`src/rtl/i2cm10_pkg.sv`:
```
// Shared types and constants for the ten-bit address I2C master sequencer.
// No dependencies; every rtl file refers to this package by scoped names.
package i2cm10_pkg;

  localparam int ADDR_W    = 10;
  localparam int BYTE_W    = 8;
  localparam int KIND_W    = 3;
  localparam int PHASE_W   = 3;
  localparam int IDX_W     = 2;
  localparam int ACT_W     = 2;
  localparam int CFG_IDX_W = 2;

  // Default byte counts for the two transfer modes.
  localparam int WRITE_BYTES_DEF       = 3;
  localparam int READ_PREFIX_BYTES_DEF = 2;

  // Event kinds.
  localparam logic [KIND_W-1:0] KIND_BEGIN_WR = 3'd0;
  localparam logic [KIND_W-1:0] KIND_BEGIN_RD = 3'd1;
  localparam logic [KIND_W-1:0] KIND_START    = 3'd2;
  localparam logic [KIND_W-1:0] KIND_ACK      = 3'd3;
  localparam logic [KIND_W-1:0] KIND_NACK     = 3'd4;

  // Transaction phases.
  localparam logic [PHASE_W-1:0] PH_START  = 3'd0;
  localparam logic [PHASE_W-1:0] PH_HWR    = 3'd1;
  localparam logic [PHASE_W-1:0] PH_LADDR  = 3'd2;
  localparam logic [PHASE_W-1:0] PH_DATA   = 3'd3;
  localparam logic [PHASE_W-1:0] PH_RSTART = 3'd4;
  localparam logic [PHASE_W-1:0] PH_HRD    = 3'd5;
  localparam logic [PHASE_W-1:0] PH_RDATA  = 3'd6;
  localparam logic [PHASE_W-1:0] PH_STOP   = 3'd7;

  // Bus actions.
  localparam logic [ACT_W-1:0] ACT_NONE  = 2'd0;
  localparam logic [ACT_W-1:0] ACT_GO    = 2'd1;
  localparam logic [ACT_W-1:0] ACT_START = 2'd2;
  localparam logic [ACT_W-1:0] ACT_STOP  = 2'd3;

  // Configuration register indexes.
  localparam logic [CFG_IDX_W-1:0] REG_SLAVE_ADDRESS = 2'd0;
  localparam logic [CFG_IDX_W-1:0] REG_OUT_BYTE_0    = 2'd1;
  localparam logic [CFG_IDX_W-1:0] REG_OUT_BYTE_1    = 2'd2;
  localparam logic [CFG_IDX_W-1:0] REG_OUT_BYTE_2    = 2'd3;

  // Upper five bits of a ten-bit address header: 11110.
  localparam logic [BYTE_W-1:0] HEADER_MARK = 8'hF0;

  typedef struct packed {
    logic [ADDR_W-1:0] slave_address;
    logic [BYTE_W-1:0] out_byte_0;
    logic [BYTE_W-1:0] out_byte_1;
    logic [BYTE_W-1:0] out_byte_2;
  } cfg_t;

  typedef struct packed {
    logic               read_mode;
    logic [PHASE_W-1:0] phase;
    logic [IDX_W-1:0]   byte_index;
  } seq_state_t;

  typedef struct packed {
    logic              load_tx;
    logic [BYTE_W-1:0] tx_byte;
    logic [ACT_W-1:0]  bus_action;
    logic              done_res;
    logic [BYTE_W-1:0] rx_data;
  } result_t;

endpackage

```
`src/rtl/i2cm10_cfg.sv`:
```
// Configuration register file: slave address and the three data bytes.
// Depends on i2cm10_pkg.
module i2cm10_cfg (
  input  logic                                 clk,
  input  logic                                 rst,
  input  logic                                 wr_en,
  input  logic [i2cm10_pkg::CFG_IDX_W-1:0]     wr_index,
  input  logic [i2cm10_pkg::ADDR_W-1:0]        wr_data,
  output i2cm10_pkg::cfg_t                     cfg
);

  always_ff @(posedge clk) begin
    if (rst) begin
      cfg <= '0;
    end else if (wr_en) begin
      case (wr_index)
        i2cm10_pkg::REG_SLAVE_ADDRESS: cfg.slave_address <= wr_data;
        i2cm10_pkg::REG_OUT_BYTE_0: cfg.out_byte_0 <= wr_data[i2cm10_pkg::BYTE_W-1:0];
        i2cm10_pkg::REG_OUT_BYTE_1: cfg.out_byte_1 <= wr_data[i2cm10_pkg::BYTE_W-1:0];
        i2cm10_pkg::REG_OUT_BYTE_2: cfg.out_byte_2 <= wr_data[i2cm10_pkg::BYTE_W-1:0];
        default: ;
      endcase
    end
  end

endmodule

```
`src/rtl/i2cm10_step.sv`:
```
// Next-phase and result logic for one bus event.
// Depends on i2cm10_pkg; purely combinational.
module i2cm10_step #(
  parameter int WRITE_BYTES       = i2cm10_pkg::WRITE_BYTES_DEF,
  parameter int READ_PREFIX_BYTES = i2cm10_pkg::READ_PREFIX_BYTES_DEF
) (
  input  i2cm10_pkg::cfg_t                   cfg,
  input  i2cm10_pkg::seq_state_t             cur,
  input  logic [i2cm10_pkg::KIND_W-1:0]      kind,
  input  logic [i2cm10_pkg::BYTE_W-1:0]      received_byte,
  output i2cm10_pkg::seq_state_t             nxt,
  output i2cm10_pkg::result_t                res
);

  localparam logic [i2cm10_pkg::IDX_W-1:0] WR_LIMIT = i2cm10_pkg::IDX_W'(WRITE_BYTES);
  localparam logic [i2cm10_pkg::IDX_W-1:0] RD_LIMIT = i2cm10_pkg::IDX_W'(READ_PREFIX_BYTES);

  logic [i2cm10_pkg::BYTE_W-1:0] data_byte;
  logic [i2cm10_pkg::BYTE_W-1:0] hdr_wr;
  logic [i2cm10_pkg::BYTE_W-1:0] hdr_rd;
  logic [i2cm10_pkg::IDX_W-1:0]  limit;
  logic [i2cm10_pkg::IDX_W-1:0]  index_inc;

  assign hdr_wr    = i2cm10_pkg::HEADER_MARK
                   | {5'd0, cfg.slave_address[i2cm10_pkg::ADDR_W-1:i2cm10_pkg::BYTE_W], 1'b0};
  assign hdr_rd    = hdr_wr | 8'h01;
  assign limit     = cur.read_mode ? RD_LIMIT : WR_LIMIT;
  assign index_inc = cur.byte_index + 2'd1;

  always_comb begin
    case (cur.byte_index)
      2'd0:    data_byte = cfg.out_byte_0;
      2'd1:    data_byte = cfg.out_byte_1;
      2'd2:    data_byte = cfg.out_byte_2;
      default: data_byte = '0;
    endcase
  end

  always_comb begin
    nxt = cur;
    res = '0;
    case (kind)
      i2cm10_pkg::KIND_BEGIN_WR, i2cm10_pkg::KIND_BEGIN_RD: begin
        nxt.read_mode  = kind[0];
        nxt.phase      = i2cm10_pkg::PH_START;
        nxt.byte_index = '0;
        res.bus_action = i2cm10_pkg::ACT_START;
      end
      i2cm10_pkg::KIND_START: begin
        res.bus_action = i2cm10_pkg::ACT_GO;
        if (!cur.read_mode || cur.phase == i2cm10_pkg::PH_START) begin
          res.load_tx = 1'b1;
          res.tx_byte = hdr_wr;
          nxt.phase   = i2cm10_pkg::PH_HWR;
        end else if (cur.phase == i2cm10_pkg::PH_RSTART) begin
          res.load_tx = 1'b1;
          res.tx_byte = hdr_rd;
          nxt.phase   = i2cm10_pkg::PH_HRD;
        end
      end
      i2cm10_pkg::KIND_ACK: begin
        if (cur.phase == i2cm10_pkg::PH_HWR) begin
          res.load_tx    = 1'b1;
          res.tx_byte    = cfg.slave_address[i2cm10_pkg::BYTE_W-1:0];
          res.bus_action = i2cm10_pkg::ACT_GO;
          nxt.phase      = i2cm10_pkg::PH_LADDR;
        end else if (cur.phase == i2cm10_pkg::PH_LADDR) begin
          res.load_tx    = 1'b1;
          res.tx_byte    = data_byte;
          res.bus_action = i2cm10_pkg::ACT_GO;
          nxt.phase      = i2cm10_pkg::PH_DATA;
          nxt.byte_index = index_inc;
        end else if (cur.phase == i2cm10_pkg::PH_DATA) begin
          if (cur.byte_index != limit) begin
            res.load_tx    = 1'b1;
            res.tx_byte    = data_byte;
            res.bus_action = i2cm10_pkg::ACT_GO;
            nxt.byte_index = index_inc;
          end else if (cur.read_mode) begin
            res.bus_action = i2cm10_pkg::ACT_START;
            nxt.phase      = i2cm10_pkg::PH_RSTART;
          end else begin
            res.done_res   = 1'b1;
            res.bus_action = i2cm10_pkg::ACT_STOP;
            nxt.phase      = i2cm10_pkg::PH_STOP;
          end
        end else if (cur.read_mode && cur.phase == i2cm10_pkg::PH_HRD) begin
          res.bus_action = i2cm10_pkg::ACT_GO;
          nxt.phase      = i2cm10_pkg::PH_RDATA;
        end
      end
      i2cm10_pkg::KIND_NACK: begin
        if (cur.phase == i2cm10_pkg::PH_HWR) begin
          res.bus_action = i2cm10_pkg::ACT_START;
          nxt.phase      = i2cm10_pkg::PH_START;
        end else if (cur.phase == i2cm10_pkg::PH_LADDR
                     || (!cur.read_mode && cur.phase == i2cm10_pkg::PH_DATA)) begin
          res.bus_action = i2cm10_pkg::ACT_STOP;
          nxt.phase      = i2cm10_pkg::PH_STOP;
        end else if (cur.read_mode && cur.phase == i2cm10_pkg::PH_RDATA) begin
          res.rx_data    = received_byte;
          res.done_res   = 1'b1;
          res.bus_action = i2cm10_pkg::ACT_STOP;
          nxt.phase      = i2cm10_pkg::PH_STOP;
        end
      end
      default: ;
    endcase
  end

endmodule

```
`src/rtl/i2cm10_out_reg.sv`:
```
// Result register for the output channel, with its valid flag.
// Depends on i2cm10_pkg.
module i2cm10_out_reg (
  input  logic                 clk,
  input  logic                 rst,
  input  logic                 load,
  input  i2cm10_pkg::result_t  res_in,
  input  logic                 out_stall,
  output logic                 out_valid,
  output i2cm10_pkg::result_t  res_out
);

  logic out_valid_next;

  always_comb begin
    if (load) begin
      out_valid_next = 1'b1;
    end else if (!out_stall) begin
      out_valid_next = 1'b0;
    end else begin
      out_valid_next = out_valid;
    end
  end

  always_ff @(posedge clk) begin
    if (rst) begin
      out_valid <= 1'b0;
    end else begin
      out_valid <= out_valid_next;
    end
  end

  // Payload holds unless a new beat is loaded.
  always_ff @(posedge clk) begin
    if (load) begin
      res_out <= res_in;
    end
  end

endmodule

```
`src/rtl/i2c_master_10bit_sequencer_core.sv`:
```
// Top level of the ten-bit address I2C master sequencer.
// Depends on i2cm10_pkg, i2cm10_cfg, i2cm10_step and i2cm10_out_reg.
//
//  channel | direction | handshake            | payload
//  --------+-----------+----------------------+----------------------------------------
//  cfg     | in        | wr_en                | wr_index, wr_data
//  in      | in        | in_valid / in_stall  | kind, received_byte
//  out     | out       | out_valid / out_stall| load_tx, tx_byte, bus_action, done_res,
//          |           |                      | rx_data
//
// Each accepted input beat yields exactly one output beat, in the following cycle.
// The phase register updates on the accept edge and the result lands in the
// output register, so a new beat can enter every cycle in which in_stall is low:
// throughput is one beat per clock, set by the single phase/index register loop.
// in_stall rises only while a result sits unclaimed and out_stall is high.
// rst is synchronous: write mode, send-start phase, index zero, config and out_valid zero.
module i2c_master_10bit_sequencer_core #(
  parameter int WRITE_BYTES       = i2cm10_pkg::WRITE_BYTES_DEF,
  parameter int READ_PREFIX_BYTES = i2cm10_pkg::READ_PREFIX_BYTES_DEF
) (
  input  logic                                clk,
  input  logic                                rst,
  // configuration write port
  input  logic                                wr_en,
  input  logic [i2cm10_pkg::CFG_IDX_W-1:0]    wr_index,
  input  logic [i2cm10_pkg::ADDR_W-1:0]       wr_data,
  // event input channel
  input  logic                                in_valid,
  output logic                                in_stall,
  input  logic [i2cm10_pkg::KIND_W-1:0]       kind,
  input  logic [i2cm10_pkg::BYTE_W-1:0]       received_byte,
  // result output channel
  output logic                                out_valid,
  input  logic                                out_stall,
  output logic                                load_tx,
  output logic [i2cm10_pkg::BYTE_W-1:0]       tx_byte,
  output logic [i2cm10_pkg::ACT_W-1:0]        bus_action,
  output logic                                done_res,
  output logic [i2cm10_pkg::BYTE_W-1:0]       rx_data
);

  i2cm10_pkg::cfg_t       cfg;
  i2cm10_pkg::seq_state_t seq_state;
  i2cm10_pkg::seq_state_t seq_state_next;
  i2cm10_pkg::result_t    step_res;
  i2cm10_pkg::result_t    out_res;
  logic                   in_accept;

  // Stall the input only when the result register is full and not draining.
  assign in_stall  = out_valid && out_stall;
  assign in_accept = in_valid && !in_stall;

  i2cm10_cfg u_cfg (
    .clk      (clk),
    .rst      (rst),
    .wr_en    (wr_en),
    .wr_index (wr_index),
    .wr_data  (wr_data),
    .cfg      (cfg)
  );

  i2cm10_step #(
    .WRITE_BYTES       (WRITE_BYTES),
    .READ_PREFIX_BYTES (READ_PREFIX_BYTES)
  ) u_step (
    .cfg           (cfg),
    .cur           (seq_state),
    .kind          (kind),
    .received_byte (received_byte),
    .nxt           (seq_state_next),
    .res           (step_res)
  );

  // Advance the phase, mode and byte index on every accepted beat.
  always_ff @(posedge clk) begin
    if (rst) begin
      seq_state.read_mode  <= 1'b0;
      seq_state.phase      <= i2cm10_pkg::PH_START;
      seq_state.byte_index <= '0;
    end else if (in_accept) begin
      seq_state <= seq_state_next;
    end
  end

  i2cm10_out_reg u_out_reg (
    .clk       (clk),
    .rst       (rst),
    .load      (in_accept),
    .res_in    (step_res),
    .out_stall (out_stall),
    .out_valid (out_valid),
    .res_out   (out_res)
  );

  assign load_tx    = out_res.load_tx;
  assign tx_byte    = out_res.tx_byte;
  assign bus_action = out_res.bus_action;
  assign done_res   = out_res.done_res;
  assign rx_data    = out_res.rx_data;

  // An accepted beat always shows up at the output on the next cycle.
  a_accept_to_out: assert property (@(posedge clk) disable iff (rst)
    in_accept |=> out_valid)
    else $error("accepted beat did not reach the output register");

  // Backpressure only while a result is held.
  a_stall_needs_valid: assert property (@(posedge clk) disable iff (rst)
    in_stall |-> out_valid)
    else $error("input stalled with empty output register");

  // Completion always comes with a stop.
  a_done_stops: assert property (@(posedge clk) disable iff (rst)
    (out_valid && done_res) |-> (bus_action == i2cm10_pkg::ACT_STOP))
    else $error("done without stop action");

  // Nothing to transmit means a zero byte.
  a_tx_zero: assert property (@(posedge clk) disable iff (rst)
    (out_valid && !load_tx) |-> (tx_byte == '0))
    else $error("tx_byte nonzero without load_tx");

endmodule
```
`config.mk`:
```
export PLATFORM = sky130hd
export DESIGN_NAME = i2c_master_10bit_sequencer_core
export DESIGN_NICKNAME = d
export VERILOG_FILES = /design/src/rtl/i2cm10_pkg.sv /design/src/rtl/i2cm10_cfg.sv /design/src/rtl/i2cm10_step.sv /design/src/rtl/i2cm10_out_reg.sv /design/src/rtl/i2c_master_10bit_sequencer_core.sv
export SDC_FILE = /design/constraint.sdc
export NUM_CORES = 1
export LEC_CHECK = 0
export ABC_CLOCK_PERIOD_IN_PS = 2140
export BUFFER_PORTS_ARGS = -buffer_cell sky130_fd_sc_hd__buf_2
export CAP_MARGIN = 20
export CELL_PAD_IN_SITES_DETAIL_PLACEMENT = 1
export CELL_PAD_IN_SITES_GLOBAL_PLACEMENT = 1
export CORE_UTILIZATION = 44
export DETAILED_ROUTE_END_ITERATION = 12
export PLACE_DENSITY = 0.83
export SETUP_SLACK_MARGIN = 0.4
export SLEW_MARGIN = 20
export SYNTH_ARGS = -nofsm -noshare
export SYNTH_HDL_FRONTEND = slang
export SYNTH_HIERARCHICAL = 1
export SYNTH_SLANG_ARGS = --single-unit
```
`constraint.sdc`:
```
create_clock -name clk -period 2.14 [get_ports clk]
set_input_delay 0.321 -clock clk [delete_from_list [all_inputs] [get_ports clk]]
set_output_delay 0.321 -clock clk [all_outputs]
set_load 0.005 [all_outputs]
```
==> results.yml <==
timing:
  fmax_mhz: 591
  fin_crit_ps: 1690
  grt_setup_unrepaired: "yes"
  fin_worst_hold_slack_ps: 234
  setup-tns-final_ps: 0
  hold_viol_final: 0
  worst_pin_slew_ps: 638
  finalCritPeriodShare_pct: 79.1
  slew_headroom_pct: 57.4
  finalSetupViolations: 0
  skew_ps: 5.18
  maxSlewViolCount: 0
floorplan:
  coreArea_sq_mm: 0.00683
  die-area_sq_mm: 0.00744
  start_util_pct: 45.7
  die_h_um: 86.2
  io_pins: 50
  fp-row-count: 30
  die_w_um: 86.2
worst_setup_path:
  start_kind: "flop"
  crit_family: "compound AO/OA/AOI/OAI gates"
  r2r-start: "seq_state[0]$_SDFFE_PP0P_"
  crit_start: "seq_state[0]$_SDFFE_PP0P_"
  rr_endpoint: "u_out_reg/res_out[14]$_DFFE_PP_"
  r2r_cells: 6
  reg2reg_slack_ps: 450
  worst_ep_arrival_time_ps: 1770
  crit_fanout: 8
  worst_path_most_repeated_cell: "inv_1"
  path_buf_inv: 2
  slowest_stage: "dfxtp_4"
  endpoint_kind: "flop"
  crit_chain: "inv_1 -> ha_4 -> a222oi_1 -> inv_1 -> a32oi_1 -> nor2_1"
  critPathMaxStageDelay_ps: 380
  critical_path_required_ps: 2220
  crit_type: "reg2reg"
synth:
  synth_seq_cells: 61
  synthCells: 299
  synth-main-ff-cell: "dfxtp_1"
  ys_types: 54
  synth_edf_count: 20
  yosys_warnings: 6
  ys_seq_area_share_pct: 45.5
  synth_area_sq_mm: 0.00312
  synth.avg_cell_area_sq_um: 10.4
  async_flop_share_pct: 0
  syn_nets: 331
detailed_routing:
  drcViolationCount: 0
  routed-via-count: 2490
  drt_iter0_drc: 155
  drtAntennaViolNets: 0
  drtPass1Iterations: 5
  wire_per_inst_um: 18.1
  wl_mm: 8.05
  vias_per_cell: 5.60
placement:
  port-buffer-count: 49
  placed_area_sq_mm: 0.00341
  dpl.hpwl_mm: 5.55
  gp_congestion: 0.865
  dp.cells: 429
cells_and_area:
  final_area_sq_mm: 0.00364
  fill_cells: 785
  fin_cells: 445
  final_common_cell: "nand2b_1"
  drive_gt1_share_pct: 24.6
  antenna_cells: 0
  syn_to_final_growth_pct: 16.5
  num-nets-final: 376
  mostFrequentLayoutCells: "nand2b_1, buf_2, mux2i_1"
clocking:
  path_clk_slew_ps: 70
  cts_hold_buf: 0
  htree_levels: 3
  cts.path.max_buffers: 2
  post-cts-setup-buffers: 0
  clkSinkCount: 61
  cts_tree: "done"
  cts_made_buffers: 9
  clock_latency_ps: 340
  cts-root-buf: "clkbuf_8"
global_route:
  grt_antenna_before_repair: 0
  grt_pass1_wl_mm: 13.0
  gr-usage-all-layers_pct: 23.2
  grt_max_degree: 45
  globalRouteOverflowTotal: 0
  grt_pass1_vias: 2619
pwr:
  fin_total_pwr_uw: 2490
  p_leak_uw: 0.00149
  p_per_area_mw_per_mm2: 686
  ir_drop_mv: 0.431
min_path:
  worst_hold_path.num_cells: 3
  hp-class: "in2reg"
  hold_path.startpoint: "wr_data[8]"
  hold_path_end: "u_cfg/cfg[32]$_SDFFE_PP0P_"
flow_run:
  maxCapViolCount: 0
status:
  status: "finished, final reports clean"
## worst max path at each step
| stage | to | slack [ps] | depth (start not counted) |
|---|---|---|---|
| after CTS | u_out_reg/res_out[14]$_DFFE_PP_ | 390 | 6 |
| after detailed placement | u_out_reg/res_out[14]$_DFFE_PP_ | 210 | 6 |
| after floorplan | u_out_reg/res_out[14]$_DFFE_PP_ | 420 | 7 |
| final | u_out_reg/res_out[14]$_DFFE_PP_ | 450 | 6 |
| after global routing | u_out_reg/res_out[14]$_DFFE_PP_ | 330 | 6 |
| after global placement | u_out_reg/res_out[14]$_DFFE_PP_ | 330 | 6 |
## sequential cells by signal (all words and copies together), names as in the netlist
register             cells
u_cfg/cfg               34
u_out_reg/res_out       20
seq_state                6
u_out_reg/out_valid      1
## metrics by stage
| stage | setup WS, ps | util (%) |
|---|---|---|
| final | 447 | 53.3 |
| after global routing | 327 | 53.3 |
| after CTS | 385 | 52.9 |
| after detailed placement | 205 | 50.0 |
| after global placement | 327 | 50.0 |
| after floorplan | 421 | - |
## worst register-to-register path, stage by stage (launching register included)
cell,delay (ps)
dfxtp_4,380
inv_1,120
ha_4,230
a222oi_1,320
inv_1,90
a32oi_1,230
nor2_1,70
## kinds of logic after synthesis
group | synth area share [%]
AND/OR/NAND/NOR | 23.0
flip-flops | 45.5
AO/OA/AOI/OAI | 12.3
multiplexers | 12.8
buffers and inverters | 4.41
adder cells (fa/ha/maj) | 1.60
XOR/XNOR | 0.280
## synthesized netlist by cell type, types with 4 or more instances
cell type	number	area, sq um
nand2b_1	59	369
dfxtp_1	41	821
mux2i_1	40	400
edfxtp_1	20	601
a21oi_1	11	55.1
and2_1	9	56.3
o21ai_0	9	45.0
a222oi_1	8	80.1
clkbuf_1	8	30.0
nor2_1	8	30.0
buf_2	7	35.0
inv_1	7	26.3
nand2_1	7	26.3
nor3_1	7	35.0
ha_1	4	50.1
nand3_1	4	20.0
## timing repair
| item | 4_1_cts | 5_1_grt |
|---|---|---|
| resized for setup | 4 | 7 |
| setup endpoints to repair | 13 | 6 |
| pin swaps | 0 | 1 |
## where the power goes
| part | switching [uW] | internal (uW) | leakage (uW) |
|---|---|---|---|
| logic | 117 | 99.3 | 0.000854 |
| registers | 26.1 | 1240 | 0.000539 |
| clock network | 476 | 538 | 0.000100 |
## metal layers
| layer | vias to the layer above | share of wire, % | global-route usage (%) |
|---|---|---|---|
| met3 | 14 | 4.7 | 3.90 |
| li1 | 1170 | - | - |
| met2 | 76 | 51 | 41.6 |
| met5 | - | 0 | 0 |
| met1 | 1230 | 42 | 26.6 |
| met4 | 0 | 1.9 | 11.7 |
## cell type report
| cell class | count | area (sq um) | area share [%] |
|---|---|---|---|
| clock buffers | 10 | 128 | 3.51 |
| clock inverters | 6 | 62.6 | 1.72 |
| inverters | 7 | 26.3 | 0.722 |
| multi-input cells | 211 | 1590 | 43.6 |
| flip-flops and latches | 61 | 1430 | 39.3 |
| repair buffers | 54 | 283 | 7.77 |
| well taps | 96 | 120 | 3.30 |
(Power assumes the default switching activity.)
